`src/hdl/gas_sensor_reply_frame_checker_core_assert.svh`:
```
// Assertion macros shared by the frame checker RTL.
`ifndef GAS_SENSOR_REPLY_FRAME_CHECKER_CORE_ASSERT_SVH
`define GAS_SENSOR_REPLY_FRAME_CHECKER_CORE_ASSERT_SVH

// Same-cycle implication, checked out of reset.
`define GSRFC_ASSERT_IMP(lbl, ante, cons) \
  lbl: assert property (@(posedge clk_i) disable iff (!rst_ni) (ante) |-> (cons)) \
    else $error("gsrfc assertion failed");

// Next-cycle implication, checked out of reset.
`define GSRFC_ASSERT_NXT(lbl, ante, cons) \
  lbl: assert property (@(posedge clk_i) disable iff (!rst_ni) (ante) |=> (cons)) \
    else $error("gsrfc assertion failed");

`endif

```
`src/hdl/gsrfc_pkg.sv`:
```
// Types, constants and helpers of the gas sensor reply frame checker.
`default_nettype none
package gsrfc_pkg;

  localparam int unsigned CNT_W     = 4;
  localparam int unsigned CFG_IDX_W = 2;

  localparam logic [CNT_W-1:0] FRAME_LEN  = 4'd9;
  localparam logic [CNT_W-1:0] IDX_START  = 4'd0;
  localparam logic [CNT_W-1:0] IDX_CMD    = 4'd1;
  localparam logic [CNT_W-1:0] IDX_HIGH   = 4'd2;
  localparam logic [CNT_W-1:0] IDX_LOW    = 4'd3;
  localparam logic [CNT_W-1:0] IDX_CHECK  = 4'd8;

  localparam logic OP_BYTE = 1'b0;
  localparam logic OP_END  = 1'b1;

  localparam logic [CFG_IDX_W-1:0] CFG_START   = 2'd0;
  localparam logic [CFG_IDX_W-1:0] CFG_COMMAND = 2'd1;

  localparam logic [7:0] START_BYTE_RST   = 8'hFF;
  localparam logic [7:0] COMMAND_BYTE_RST = 8'h86;

  localparam logic [15:0] FAIL_BASE = 16'hFFFF;

  typedef enum logic [2:0] {
    ST_OK             = 3'd0,
    ST_NO_ANSWER      = 3'd1,
    ST_WRONG_LENGTH   = 3'd2,
    ST_WRONG_ID       = 3'd3,
    ST_WRONG_CHECKSUM = 3'd4,
    ST_SENSOR_FAILED  = 3'd5
  } status_e;

  typedef struct packed {
    status_e     status;
    logic [12:0] reading;
    logic [15:0] reported_value;
  } res_t;

  // Build a result; failures report the fixed base minus the status.
  function automatic res_t make_result(status_e st, logic [12:0] rd);
    res_t r;
    r.status  = st;
    r.reading = rd;
    if (st == ST_OK) begin
      r.reported_value = {3'b000, rd};
    end else begin
      r.reported_value = FAIL_BASE - {13'd0, st};
    end
    return r;
  endfunction

endpackage
`default_nettype wire

```
`src/hdl/gsrfc_in_reg.sv`:
```
// Input register of the frame checker.
`default_nettype none
module gsrfc_in_reg
  import gsrfc_pkg::*;
(
  input  wire logic       clk_i,
  input  wire logic       rst_ni,
  input  wire logic       in_valid_i,
  output logic            in_ready_o,
  input  wire logic       op_i,
  input  wire logic [7:0] byte_value_i,
  input  wire logic       take_i,
  output logic            vld_o,
  output logic            op_o,
  output logic [7:0]      byte_o
);

  logic       vld_q, vld_d;
  logic       op_q;
  logic [7:0] byte_q;
  logic       load;

  assign in_ready_o = !vld_q || take_i;
  assign load       = in_valid_i && in_ready_o;

  always_comb begin
    vld_d = vld_q;
    if (load) begin
      vld_d = 1'b1;
    end else if (take_i) begin
      vld_d = 1'b0;
    end
  end

  always_ff @(posedge clk_i or negedge rst_ni) begin
    if (!rst_ni) begin
      vld_q <= 1'b0;
    end else begin
      vld_q <= vld_d;
    end
  end

  always_ff @(posedge clk_i) begin
    if (load) begin
      op_q   <= op_i;
      byte_q <= byte_value_i;
    end
  end

  assign vld_o  = vld_q;
  assign op_o   = op_q;
  assign byte_o = byte_q;

endmodule
`default_nettype wire

```
`src/hdl/gsrfc_frame.sv`:
```
// Frame state and the single-pass check of one item.
`default_nettype none
`include "gas_sensor_reply_frame_checker_core_assert.svh"
module gsrfc_frame
  import gsrfc_pkg::*;
(
  input  wire logic       clk_i,
  input  wire logic       rst_ni,
  input  wire logic       fire_i,
  input  wire logic       op_i,
  input  wire logic [7:0] byte_i,
  input  wire logic [7:0] start_byte_i,
  input  wire logic [7:0] command_byte_i,
  output logic            res_vld_o,
  output res_t            res_o
);

  logic [CNT_W-1:0] cnt_q, cnt_d;
  logic [7:0]       sum_q, sum_d;
  logic             hdr_q, hdr_d;
  logic [7:0]       high_q, high_d;
  logic [7:0]       low_q, low_d;
  logic [7:0]       sum_neg;

  assign sum_neg = 8'd0 - sum_q;

  always_comb begin
    cnt_d     = cnt_q;
    sum_d     = sum_q;
    hdr_d     = hdr_q;
    high_d    = high_q;
    low_d     = low_q;
    res_vld_o = 1'b0;
    res_o     = make_result(ST_OK, 13'd0);
    if (fire_i) begin
      if (op_i == OP_END) begin
        cnt_d = '0;
        sum_d = '0;
        hdr_d = 1'b1;
        if (cnt_q == IDX_START) begin
          res_vld_o = 1'b1;
          res_o     = make_result(ST_NO_ANSWER, 13'd0);
        end else if (cnt_q < FRAME_LEN) begin
          res_vld_o = 1'b1;
          res_o     = make_result(ST_WRONG_LENGTH, 13'd0);
        end
      end else if (cnt_q < FRAME_LEN) begin
        cnt_d = cnt_q + 4'd1;
        case (cnt_q)
          IDX_START: begin
            hdr_d = (byte_i == start_byte_i);
          end
          IDX_CMD: begin
            hdr_d = hdr_q && (byte_i == command_byte_i);
            sum_d = byte_i;
          end
          IDX_HIGH: begin
            high_d = byte_i;
            sum_d  = sum_q + byte_i;
          end
          IDX_LOW: begin
            low_d = byte_i;
            sum_d = sum_q + byte_i;
          end
          IDX_CHECK: begin
            res_vld_o = 1'b1;
            if (!hdr_q) begin
              res_o = make_result(ST_WRONG_ID, 13'd0);
            end else if (sum_neg != byte_i) begin
              res_o = make_result(ST_WRONG_CHECKSUM, 13'd0);
            end else if (high_q[7]) begin
              res_o = make_result(ST_SENSOR_FAILED, 13'd0);
            end else begin
              res_o = make_result(ST_OK, {high_q[4:0], low_q});
            end
          end
          default: begin
            sum_d = sum_q + byte_i;
          end
        endcase
      end
    end
  end

  always_ff @(posedge clk_i or negedge rst_ni) begin
    if (!rst_ni) begin
      cnt_q <= '0;
      sum_q <= '0;
      hdr_q <= 1'b1;
    end else begin
      cnt_q <= cnt_d;
      sum_q <= sum_d;
      hdr_q <= hdr_d;
    end
  end

  // Frame bytes at indexes two and three: written before any read, no reset.
  always_ff @(posedge clk_i) begin
    high_q <= high_d;
    low_q  <= low_d;
  end

  `GSRFC_ASSERT_IMP(a_cnt_range, 1'b1, cnt_q <= FRAME_LEN)
  `GSRFC_ASSERT_IMP(a_res_on_ninth, res_vld_o && (op_i == OP_BYTE), fire_i && (cnt_q == IDX_CHECK))
  `GSRFC_ASSERT_NXT(a_end_clears, fire_i && (op_i == OP_END), (cnt_q == '0) && (sum_q == '0) && hdr_q)

endmodule
`default_nettype wire

```
`src/hdl/gsrfc_out_skid.sv`:
```
// Result register with one skid entry.
`default_nettype none
`include "gas_sensor_reply_frame_checker_core_assert.svh"
module gsrfc_out_skid
  import gsrfc_pkg::*;
(
  input  wire logic clk_i,
  input  wire logic rst_ni,
  input  wire logic push_i,
  input  wire res_t push_data_i,
  output logic      room_o,
  output logic      out_valid_o,
  input  wire logic out_ready_i,
  output res_t      out_data_o
);

  logic out_vld_q, out_vld_d;
  logic skid_vld_q, skid_vld_d;
  res_t out_q, out_d;
  res_t skid_q, skid_d;
  logic drain;

  assign drain  = out_vld_q && out_ready_i;
  assign room_o = !skid_vld_q;

  always_comb begin
    out_vld_d  = out_vld_q;
    skid_vld_d = skid_vld_q;
    out_d      = out_q;
    skid_d     = skid_q;
    if (drain) begin
      if (skid_vld_q) begin
        out_d      = skid_q;
        skid_vld_d = 1'b0;
      end else begin
        out_vld_d = 1'b0;
      end
    end
    if (push_i) begin
      if (!out_vld_d) begin
        out_vld_d = 1'b1;
        out_d     = push_data_i;
      end else begin
        skid_vld_d = 1'b1;
        skid_d     = push_data_i;
      end
    end
  end

  always_ff @(posedge clk_i or negedge rst_ni) begin
    if (!rst_ni) begin
      out_vld_q  <= 1'b0;
      skid_vld_q <= 1'b0;
    end else begin
      out_vld_q  <= out_vld_d;
      skid_vld_q <= skid_vld_d;
    end
  end

  always_ff @(posedge clk_i) begin
    out_q  <= out_d;
    skid_q <= skid_d;
  end

  assign out_valid_o = out_vld_q;
  assign out_data_o  = out_q;

  `GSRFC_ASSERT_IMP(a_skid_behind_out, skid_vld_q, out_vld_q)
  `GSRFC_ASSERT_IMP(a_push_has_room, push_i, !skid_vld_q)

endmodule
`default_nettype wire

```
`src/hdl/gas_sensor_reply_frame_checker_core.sv`:
```
// Top level of the nine-byte gas sensor reply frame checker.
//
//   channel  direction  handshake                 payload
//   in       input      in_valid_i / in_ready_o   op_i, byte_value_i
//   out      output     out_valid_o / out_ready_i status_o, reading_o, reported_value_o
//   cfg      input      cfg_valid_i / cfg_ready_o cfg_index_i, cfg_data_i
//
// One item per cycle while the skid entry is free: an item is checked straight
// out of the input register once the output side has room; a result it makes
// is registered in the result register before it is valid at the output.
// Reset clears the frame count, checksum and handshake flags, sets the header
// match and loads the default start and command bytes. A stalled output fills
// the skid entry first; the input side stops only when that entry is also taken.
`default_nettype none
module gas_sensor_reply_frame_checker_core
  import gsrfc_pkg::*;
(
  input  wire logic                 clk_i,
  input  wire logic                 rst_ni,
  input  wire logic                 in_valid_i,
  output logic                      in_ready_o,
  input  wire logic                 op_i,
  input  wire logic [7:0]           byte_value_i,
  output logic                      out_valid_o,
  input  wire logic                 out_ready_i,
  output logic [2:0]                status_o,
  output logic [12:0]               reading_o,
  output logic [15:0]               reported_value_o,
  input  wire logic                 cfg_valid_i,
  output logic                      cfg_ready_o,
  input  wire logic [CFG_IDX_W-1:0] cfg_index_i,
  input  wire logic [7:0]           cfg_data_i
);

  logic [7:0] start_byte_q, start_byte_d;
  logic [7:0] command_byte_q, command_byte_d;
  logic       stg_vld;
  logic       stg_op;
  logic [7:0] stg_byte;
  logic       room;
  logic       fire;
  logic       res_vld;
  res_t       res;
  res_t       out_data;

  // Configuration: always ready; indexes past the list are dropped.
  assign cfg_ready_o = 1'b1;

  always_comb begin
    start_byte_d   = start_byte_q;
    command_byte_d = command_byte_q;
    if (cfg_valid_i) begin
      case (cfg_index_i)
        CFG_START:   start_byte_d   = cfg_data_i;
        CFG_COMMAND: command_byte_d = cfg_data_i;
        default: begin
        end
      endcase
    end
  end

  always_ff @(posedge clk_i or negedge rst_ni) begin
    if (!rst_ni) begin
      start_byte_q   <= START_BYTE_RST;
      command_byte_q <= COMMAND_BYTE_RST;
    end else begin
      start_byte_q   <= start_byte_d;
      command_byte_q <= command_byte_d;
    end
  end

  // Advance the staged item only when the output side can hold a result.
  assign fire = stg_vld && room;

  gsrfc_in_reg u_in_reg (
    .clk_i        (clk_i),
    .rst_ni       (rst_ni),
    .in_valid_i   (in_valid_i),
    .in_ready_o   (in_ready_o),
    .op_i         (op_i),
    .byte_value_i (byte_value_i),
    .take_i       (fire),
    .vld_o        (stg_vld),
    .op_o         (stg_op),
    .byte_o       (stg_byte)
  );

  // Frame state: count, running checksum, header match, reading bytes.
  gsrfc_frame u_frame (
    .clk_i          (clk_i),
    .rst_ni         (rst_ni),
    .fire_i         (fire),
    .op_i           (stg_op),
    .byte_i         (stg_byte),
    .start_byte_i   (start_byte_q),
    .command_byte_i (command_byte_q),
    .res_vld_o      (res_vld),
    .res_o          (res)
  );

  // Hold results while the consumer stalls.
  gsrfc_out_skid u_out_skid (
    .clk_i       (clk_i),
    .rst_ni      (rst_ni),
    .push_i      (res_vld),
    .push_data_i (res),
    .room_o      (room),
    .out_valid_o (out_valid_o),
    .out_ready_i (out_ready_i),
    .out_data_o  (out_data)
  );

  assign status_o         = out_data.status;
  assign reading_o        = out_data.reading;
  assign reported_value_o = out_data.reported_value;

endmodule
`default_nettype wire
```
`config.mk`:
```
export PLATFORM = sky130hd
export DESIGN_NAME = gas_sensor_reply_frame_checker_core
export DESIGN_NICKNAME = d
export VERILOG_FILES = /design/src/hdl/gsrfc_pkg.sv /design/src/hdl/gsrfc_in_reg.sv /design/src/hdl/gsrfc_frame.sv /design/src/hdl/gsrfc_out_skid.sv /design/src/hdl/gas_sensor_reply_frame_checker_core.sv
export VERILOG_INCLUDE_DIRS = /design/src /design/src/hdl
export SDC_FILE = /design/constraint.sdc
export NUM_CORES = 1
export LEC_CHECK = 0
export BUFFER_PORTS_ARGS = -buffer_cell sky130_fd_sc_hd__buf_2
export CAP_MARGIN = 10
export CELL_PAD_IN_SITES_DETAIL_PLACEMENT = 2
export CELL_PAD_IN_SITES_GLOBAL_PLACEMENT = 2
export CORE_MARGIN = 2
export CORE_UTILIZATION = 43
export CTS_CLUSTER_SIZE = 24
export DETAILED_ROUTE_END_ITERATION = 12
export PLACE_DENSITY = 0.88
export SLEW_MARGIN = 20
export SYNTH_ARGS = -nofsm -noshare
export SYNTH_HDL_FRONTEND = slang
export SYNTH_SLANG_ARGS = --single-unit
```
`constraint.sdc`:
```
create_clock -name clk_i -period 8.29 [get_ports clk_i]
set_input_delay 1.658 -clock clk_i [delete_from_list [all_inputs] [get_ports clk_i]]
set_output_delay 1.658 -clock clk_i [all_outputs]
set_load 0.1 [all_outputs]
```
==> results.tsv, run 1 <==
metric	value	unit
clock sink count	117	
DR iter-0 viols	279	
PortBufs	57	
dpl cell area	0.00596	mm2
Post-synth EDFFs	53	
Max Fclk	320	MHz
register share of total power	29.8	%
worst skew pair latency	0.42	ns
result of the run	complete, no violations	
yosys warns	0	
combinational power share	44.1	%
first-pass GRT wire length	25.8	mm
Syn Inst Count	467	
post-synthesis register bit count	117	
quantity of gates resized following cts	0	
GRT overflow	0	
top_reg_cell synth	edfxtp_1	
crit-path cells	nand2_1 -> buf_2	
Remaining DRCs	0	
Buf/Inv on CP	1	
max-cap viol count	0	
Initial Utilization	43.9	%
Core Region	0.0126	mm2
placement row count	41	
Net Count, Synth	505	
Final Skew	0.00575	ns
Final Instance Area	0.00660	mm2
largest net degree at the start of global routing	35	
share of cells above drive strength 1	26.9	%
Die H	117	um
CP peak stage delay	0.46	ns
Synth area leaders	edfxtp_1, dfxtp_1, dfrtp_1, dfstp_2, mux2i_1	
FF+latch area	0.00305	mm2
worst-margin pin slew	0.846	ns
H-Tree Depth	4	
Pint	1660	uW
final worst path period need	3.12	ns
area occupied by multi-input gates	0.00236	mm2
Startpoint Class	register	
Synth Cell Area	0.00552	mm2
largest buffer count on any clock path	2	
# diodes	0	
TritonRoute pass-1 iters	4	
GPL Wtd Cong	0.790	
Yosys cell types	60	
Post-DP HPWL	10.4	mm
hold buffer count at cts	0	
total track usage	25.8	%
min-delay worst type	reg -> reg	
total wire length	16.3	mm
Sw Pwr	1420	uW
leakage power	0.00282	uW
final hold viol count	0	
RSZ-0062 raised after global routing	false	
PD cells	466	mW/mm2
Yosys top cell by area	edfxtp_1	
Vias	4033	
filler instances	1233	
count of pins over their slew limit	0	
Worst path slowest cell	dfrtp_1	
Crit. End Element	primary output	
most common cell in the synthesized netlist	edfxtp_1	
Clock power frac	26.2	%
critical path type	reg -> out	
Async S/R FF share, synth	27.4	%
# IOs	59	
maximum VDD drop	171	uV
count of nets after finishing	565	
Top delay family on crit path	flip-flops	
CP Data Arrival Time	1.46	ns
top cells by count, synth	edfxtp_1, nand2_1, dfxtp_1	
Worst-path clk slew	0.06	ns
Fin Setup TNS	0	ns
vias in the first global route	4543	
syn avg cell area	11.8	um2
area share of the largest cell type after synthesis	28.9	%
Switching Share	46.0	%
vias per std cell	5.66	
worst slew margin relative to its limit	43.4	%
Crit path required time	6.63	ns
Post-CTS Setup Inserts	0	
die area	0.0137	mm2
post-route ant nets	0	
fin crit share	37.7	%
initial antenna violation count	0	
Die Wd	117	um
Num CTS Buffers	17	
Setup Viol. Count Final	0	
CTS tree	built	
Seq/Total Area, Yosys	55.3	%
Root Driver	clkbuf_16	
Hold WS	0.466	ns
Area Growth Syn to Fin	19.7	%
CP Max Fanout	7	
DR WL/cell	22.8	um
==> tightest hold or removal path: stages (launching register included) <==
cell	delay (ns)
dfxtp_1	0.31
nand2_1	0.06
a2bb2oi_1	0.05
==> through the flow <==
stage               power, uW  util, %  setup WS [ns]  std cells
global route             3230     52.5           5.01        712
floorplan                1960        -           4.70        467
global placement         2160     47.4           4.76        680
finish                   3080     52.5           5.17        712
CTS                      3100     52.5           4.88        712
detailed placement       2250     47.4           4.49        680
==> per-layer routing <==
metal	vias up	global-route usage, %	routed length (um)
met2	94	48.2	9020
met1	2086	28.4	6280
li1	1820	-	-
met3	33	5.66	568
met5	-	0	0
met4	0	10.2	400
==> layout make-up <==
class | count | share of cell area (%)
Multi-Input combinational cell | 322 | 35.8
Clock inverter | 14 | 3.16
Clock buffer | 18 | 6.50
Inverter | 9 | 0.512
Tap cell | 172 | 3.26
Timing Repair Buffer | 60 | 4.66
Sequential cell | 117 | 46.2
==> flip-flops by register name (all words and copies together) (netlist names) <==
register / cells
u_in_reg.op_o: 1
u_out_skid.skid_vld_q: 1
u_frame.low_q: 8
u_in_reg.byte_o: 8
start_byte_q: 8
u_out_skid.out_data_o: 32
u_frame.sum_q: 8
u_frame.hdr_q: 1
u_out_skid.skid_q: 30
u_frame.cnt_q: 4
u_in_reg.vld_o: 1
command_byte_q: 8
u_out_skid.out_valid_o: 1
u_frame.high_q: 6
==> path summary, 6_finish.rpt <==
check	start	end	slack, ns	cells after the start
max	u_out_skid.skid_vld_q	in_ready_o	5.17	2
min	u_out_skid.out_data_o[13]	u_out_skid.out_data_o[13]	0.47	2
max reg2reg	u_frame.sum_q[1]	u_out_skid.skid_q[26]	5.24	6
min reg2reg	u_out_skid.out_data_o[13]	u_out_skid.out_data_o[13]	0.47	2
max in group asynchronous	rst_ni	u_frame.sum_q[1]	6.47	1
min in group asynchronous	rst_ni	u_out_skid.skid_vld_q	1.32	1
==> kinds of logic (layout without fill, tap and decap cells) <==
| kind of cell | after synthesis | count (layout) | share of synthesized area, % |
|---|---|---|---|
| AOI/OAI and AO/OA | 93 | 93 | 11.6 |
| and+or+nand+nor | 130 | 130 | 12.5 |
| adders and majority gates | 14 | 14 | 3.31 |
| DFF | 117 | 117 | 55.3 |
| xor gates and xnor gates | 33 | 33 | 5.38 |
| muxes | 51 | 51 | 9.71 |
| other | 1 | 1 | 0.0680 |
| buffers and inverters | 28 | 101 | 2.22 |
==> layout by cell type (no fill, tap or decap), types with 11 or more instances in the layout <==
cell,count
buf_2,57
edfxtp_1,53
nand2_1,40
dfxtp_1,32
mux2i_1,31
nor2_1,27
mux2_2,20
dfrtp_1,20
o21ai_0,19
xor2_1,19
clkbuf_16,17
a21oi_1,16
xnor2_1,13
and2_1,13
ha_1,13
dfstp_2,12
o21a_1,11
==> power groups by stage <==
| stage | combinational [uW] | clock [uW] | sequential, uW |
|---|---|---|---|
| finish | 1360 | 807 | 916 |
| CTS | 1370 | 818 | 917 |
| floorplan | 553 | 0 | 1410 |
| detailed placement | 1330 | 0 | 921 |
| global route | 1450 | 845 | 934 |
| global placement | 1260 | 0 | 905 |
(Power assumes the default switching activity.)
==> run 2, diff against run 1 <==
CORE_UTILIZATION = 36   (was 43)
PLACE_DENSITY = 0.79   (was 0.88)
clock period = 2.59 ns   (was 8.29 ns; I/O delays follow)
==> run 2 against run 1 <==
Clock power rose to 2.9 times the previous value; worst setup slack got worse by 5.2 ns; the run now ends with negative setup slack left; critical endpoint is now u_out_skid.skid_q[3]; critical path depth rose by 4; critical path type is now reg -> reg; power rose to 3.3 times the previous value; global-route usage fell by 4.2 points; sequential share of layout area fell by 2.6 points.
==> results.tsv, run 2 (synthesis gave the netlist of run 1 again) <==
metric	value	unit
result of the run	finished, violations left	
failing checks	negative setup slack	
worst-margin pin slew	0.797	ns
total track usage	21.6	%
CP Data Arrival Time	2.85	ns
largest buffer count on any clock path	2	
Worst-path clk slew	0.06	ns
max-cap viol count	0	
Crit. End Element	register	
clock sink count	117	
Die Wd	128	um
GRT overflow	0	
die area	0.0163	mm2
Switching Share	46.1	%
most frequent cells in the layout	buf_2, edfxtp_1, nand2_1, dfxtp_1, mux2i_1	
worst skew pair latency	0.43	ns
critical path type	reg -> reg	
Pint	5450	uW
Vias	4131	
vias in the first global route	4669	
Sw Pwr	4650	uW
Cell Count, Final, Fillers Out	765	
RSZ-0062 raised after global routing	true	
Clock power frac	23.6	%
Num CTS Buffers	17	
worst slew margin relative to its limit	46.9	%
GPL Wtd Cong	0.761	
Post-DP HPWL	11.0	mm
worst setup margin	-0.0819	ns
Startpoint Class	register	
placed cells	722	
first-pass GRT wire length	26.3	mm
Die H	128	um
hold buffer count at cts	0	
Area Growth Syn to Fin	27.0	%
H-Tree Depth	4	
CTS tree	built	
total wire length	16.8	mm
# diodes	0	
final worst path period need	2.67	ns
count of pins over their slew limit	0	
Root Driver	clkbuf_16	
worst reg2reg endpoint	u_out_skid.skid_q[3]	
PD cells	1440	mW/mm2
Final Skew	0.00934	ns
cells on worst reg2reg path	6	
FF-to-FF setup slack	-0.08	ns
DR WL/cell	22.0	um
Fin Setup TNS	-1.56	ns
fin crit share	103	%
Setup Viol. Count Final	37	
count of nets after finishing	602	
# IOs	59	
PortBufs	57	
Reg-to-Reg Start	u_frame.sum_q[1]	
Max Fclk	374	MHz
DR iter-0 viols	181	
max reg flops	32	
post-route ant nets	0	
min-delay worst type	in -> async	
leakage power	0.00301	uW
maximum VDD drop	588	uV
placement row count	45	
TritonRoute pass-1 iters	4	
final hold viol count	0	
share of cells above drive strength 1	32.4	%
initial antenna violation count	0	
Remaining DRCs	0	
most common cell after layout, fill and taps aside	buf_2	
Core Region	0.0151	mm2
Initial Utilization	36.6	%
combinational power share	48.2	%
vias per std cell	5.40	
register share of total power	28.3	%
CP Max Fanout	7	
largest net degree at the start of global routing	35	
Crit path required time	2.77	ns
Hold WS	0.169	ns
[run 2: cell count changes in the layout (fill, tap and decap cells not counted), sizes merged]
cell | previous run | this run
buf | 60 | 93
clkinv | 6 | 9
nand3 | 9 | 12
bufinv | 5 | 3
clkinvlp | 3 | 1
inv | 9 | 10
nor3 | 4 | 5
[run 2: timing repair]
action / CTS / global route
resized for setup: 13 / 7
cloned: 3 / 1
endpoints found under the setup margin: 55 / 58
pin swaps: 15 / 9
buffers inserted: 4 / 3
[run 2: layer usage]
| metal | up-vias | wire length [um] | global-route usage (%) |
|---|---|---|---|
| met4 | 0 | 315 | 8.08 |
| met2 | 83 | 9080 | 40.1 |
| met5 | - | 0 | 0 |
| met3 | 24 | 500 | 4.84 |
| met1 | 2118 | 6950 | 24.1 |
| li1 | 1906 | - | - |
[run 2: final cells by class]
type                       instances  area, um2
timing repair buffer              93        613
clock buffer                      18        429
multi-input combinational        326       2490
sequential                       117       3050
tap                              188        235
clock inverter                    14        160
fill                            1518       8080
inverter                           9       33.8
[run 2: stage by stage]
| stage | util, % | worst slack (ns) | area [um2] | total power [uW] |
|---|---|---|---|---|
| floorplan | - | 0.0616 | 5520 | 6290 |
| global placement | 41.2 | -0.162 | 6210 | 7190 |
| detailed placement | 41.2 | -0.298 | 6210 | 7440 |
| CTS | 46.0 | -0.0619 | 6940 | 10100 |
| global route | 46.4 | -0.132 | 7010 | 10600 |
| finish | 46.4 | -0.0819 | 7010 | 10100 |
[run 2: power groups by stage]
stage / Combinational [uW] / Sequential (uW) / Clock (uW)
2_1_floorplan: 1780 / 4510 / 0
3_3_place_gp: 4360 / 2830 / 0
3_5_place_dp: 4560 / 2880 / 0
4_1_cts: 4800 / 2860 / 2410
5_1_grt: 5180 / 2910 / 2500
6_report: 4860 / 2850 / 2380
[run 2: how the worst max path moves through the flow]
stage                                start               endpoint  slack (ns)  depth (start not counted)
after global routing      u_frame.sum_q[0]  u_out_skid.skid_q[11]       -0.13                          8
after global placement    u_frame.sum_q[0]  u_out_skid.skid_q[23]       -0.16                          6
after CTS                 u_frame.sum_q[1]  u_out_skid.skid_q[14]       -0.06                          7
after floorplan           u_frame.sum_q[1]  u_out_skid.skid_q[10]        0.06                          7
final                     u_frame.sum_q[1]   u_out_skid.skid_q[3]       -0.08                          6
after detailed placement  u_frame.sum_q[0]  u_out_skid.skid_q[17]       -0.30                          6
[run 2: critical path, cell delays in order (launching register included)]
cell	delay (ns)
dfrtp_1	0.40
or4_4	0.54
or4_4	0.47
xnor2_4	0.19
and4b_4	0.42
nand3_4	0.16
o21a_1	0.23
==> run 3, diff against run 2 <==
CORE_UTILIZATION = 37   (was 36)
CTS_BUF_LIST = sky130_fd_sc_hd__clkbuf_4 sky130_fd_sc_hd__clkbuf_8   (was default)
PLACE_DENSITY = 0.81   (was 0.79)
==> run 3 against run 2 <==
Final cell count rose by 0.13%; power fell by 3.5%; clock skew rose by 0.011 ns; wire length rose by 14%; critical endpoint is now u_out_skid.skid_q[29]; maximum frequency fell by 3.6%; die area fell by 2.6%; core utilization rose by 1.6 points; via count rose by 3.3%; the run still ends with negative setup slack left.
==> results.tsv, run 3 (synthesis gave the netlist of run 1 again) <==
metric	value	unit
CP startpoint	u_frame.sum_q[0]	
count of nets after finishing	609	
most common cell after layout, fill and taps aside	buf_2	
Num CTS Buffers	17	
Startpoint Class	register	
most frequent cells in the layout	buf_2, edfxtp_1, nand2_1, buf_4, dfxtp_1	
GRT overflow	0	
H-Tree Depth	4	
die area	0.0159	mm2
post-route ant nets	0	
PD cells	1400	mW/mm2
total wire length	19.2	mm
min-delay worst type	in -> async	
CP Max Fanout	7	
maximum VDD drop	502	uV
Area Growth Syn to Fin	26.5	%
Core Region	0.0145	mm2
max-cap viol count	0	
fin crit share	107	%
crit-path cells	inv_2 -> ha_4 -> or3b_4 -> or4_4 -> and4_4 -> and4b_4 -> buf_4 -> a21oi_4 -> nor2_1	
pre-CTS worst setup slack	-0.422	ns
Worst path slowest cell	or4_4	
share of cells above drive strength 1	34.7	%
Cell Count, Final, Fillers Out	766	
DR iter-0 viols	353	
Final Skew	0.0204	ns
total track usage	24.2	%
Root Driver	clkbuf_8	
final worst path period need	2.77	ns
clock sink count	117	
Post-DP HPWL	12.1	mm
Reg-to-Reg Start	u_frame.sum_q[0]	
PortBufs	57	
leakage power	0.00298	uW
# diodes	0	
CTS tree	built	
initial antenna violation count	0	
placed cells	720	
Max Fclk	361	MHz
CP Data Arrival Time	2.97	ns
placement row count	44	
Crit. End Element	register	
TritonRoute pass-1 iters	6	
worst setup margin	-0.182	ns
DR WL/cell	25.1	um
Setup Viol. Count Final	50	
Vias	4268	
hold buffer count at cts	0	
largest buffer count on any clock path	2	
Die H	126	um
Worst-path clk slew	0.07	ns
dpl cell area	0.00621	mm2
largest net degree at the start of global routing	35	
failing checks	negative setup slack	
Initial Utilization	37.9	%
critical path type	reg -> reg	
first-pass GRT wire length	29.1	mm
final hold viol count	0	
count of pins over their slew limit	0	
worst slew margin relative to its limit	49.4	%
CP peak stage delay	0.49	ns
result of the run	finished, violations left	
GPL Wtd Cong	0.799	
worst-margin pin slew	0.759	ns
Final Instance Area	0.00697	mm2
# IOs	59	
Crit path required time	2.79	ns
max reg flops	32	
RSZ-0062 raised after global routing	true	
worst skew pair latency	0.46	ns
vias per std cell	5.57	
Die Wd	126	um
vias in the first global route	4976	
Remaining DRCs	0	
==> run 3: cell count changes in the layout (fill, tap and decap cells not counted), sizes merged <==
cell	before	now
clkinvlp	1	0
inv	10	9
buf	93	100
==> run 3: cell type report <==
cell class / instances / area, um2
inverter: 9 / 33.8
fill: 1457 / 7560
clock buffer: 18 / 241
tap: 184 / 230
clock inverter: 12 / 140
sequential: 117 / 3050
multi-input combinational: 326 / 2600
timing repair buffer: 100 / 677
==> run 3: metrics by stage <==
step           setup TNS [ns]  utilization (%)  hold slack (ns)  power, uW
6_report                -3.62             48.0            0.136       9740
5_1_grt                 -7.89             48.0            0.149      10200
3_5_place_dp           -14.68             42.7            0.460       7510
3_3_place_gp            -4.13             42.7            0.435       7180
4_1_cts                 -2.48             47.1            0.139       9520
2_1_floorplan               0                -            0.222       6290
==> run 3: path summary, 6_finish.rpt <==
kind,to,slack (ns),cells past startpoint
setup / recovery,u_out_skid.skid_q[29],-0.18,9
hold / removal,command_byte_q[5],0.14,1
setup reg to reg,u_out_skid.skid_q[29],-0.18,9
hold reg to reg,u_out_skid.out_data_o[14],0.48,2
max in group asynchronous,u_frame.sum_q[0],1.92,1
min in group clk_i,u_in_reg.op_o,0.24,1
==> run 3: worst max-delay path, delay by kind of cell, from the launching register on <==
family	cells	cell delay, ns
DFF	1	0.44
buffers and inverters	2	0.26
adders and majority gates	1	0.14
and+or+nand+nor	5	1.51
AOI/OAI and AO/OA	1	0.17
==> run 3: power by group <==
part	internal, uW	switching, uW
logic	1540	3580
registers	2490	398
clock network	937	793
total	4970	4770
==> run 3: layer usage <==
layer | global-route usage (%) | routed length [um] | vias up
met3 | 5.35 | 604 | 40
met1 | 25.7 | 7440 | 2206
met2 | 45.8 | 10500 | 102
met5 | 0 | 0 | -
met4 | 10.1 | 606 | 0
li1 | - | - | 1920
==> run 3: repair_timing <==
| action | CTS | global route |
|---|---|---|
| cloned | 4 | 0 |
| gates resized for setup | 26 | 17 |
| setup endpoints to repair | 60 | 60 |
| pin swaps | 18 | 16 |
| buffers inserted | 7 | 6 |
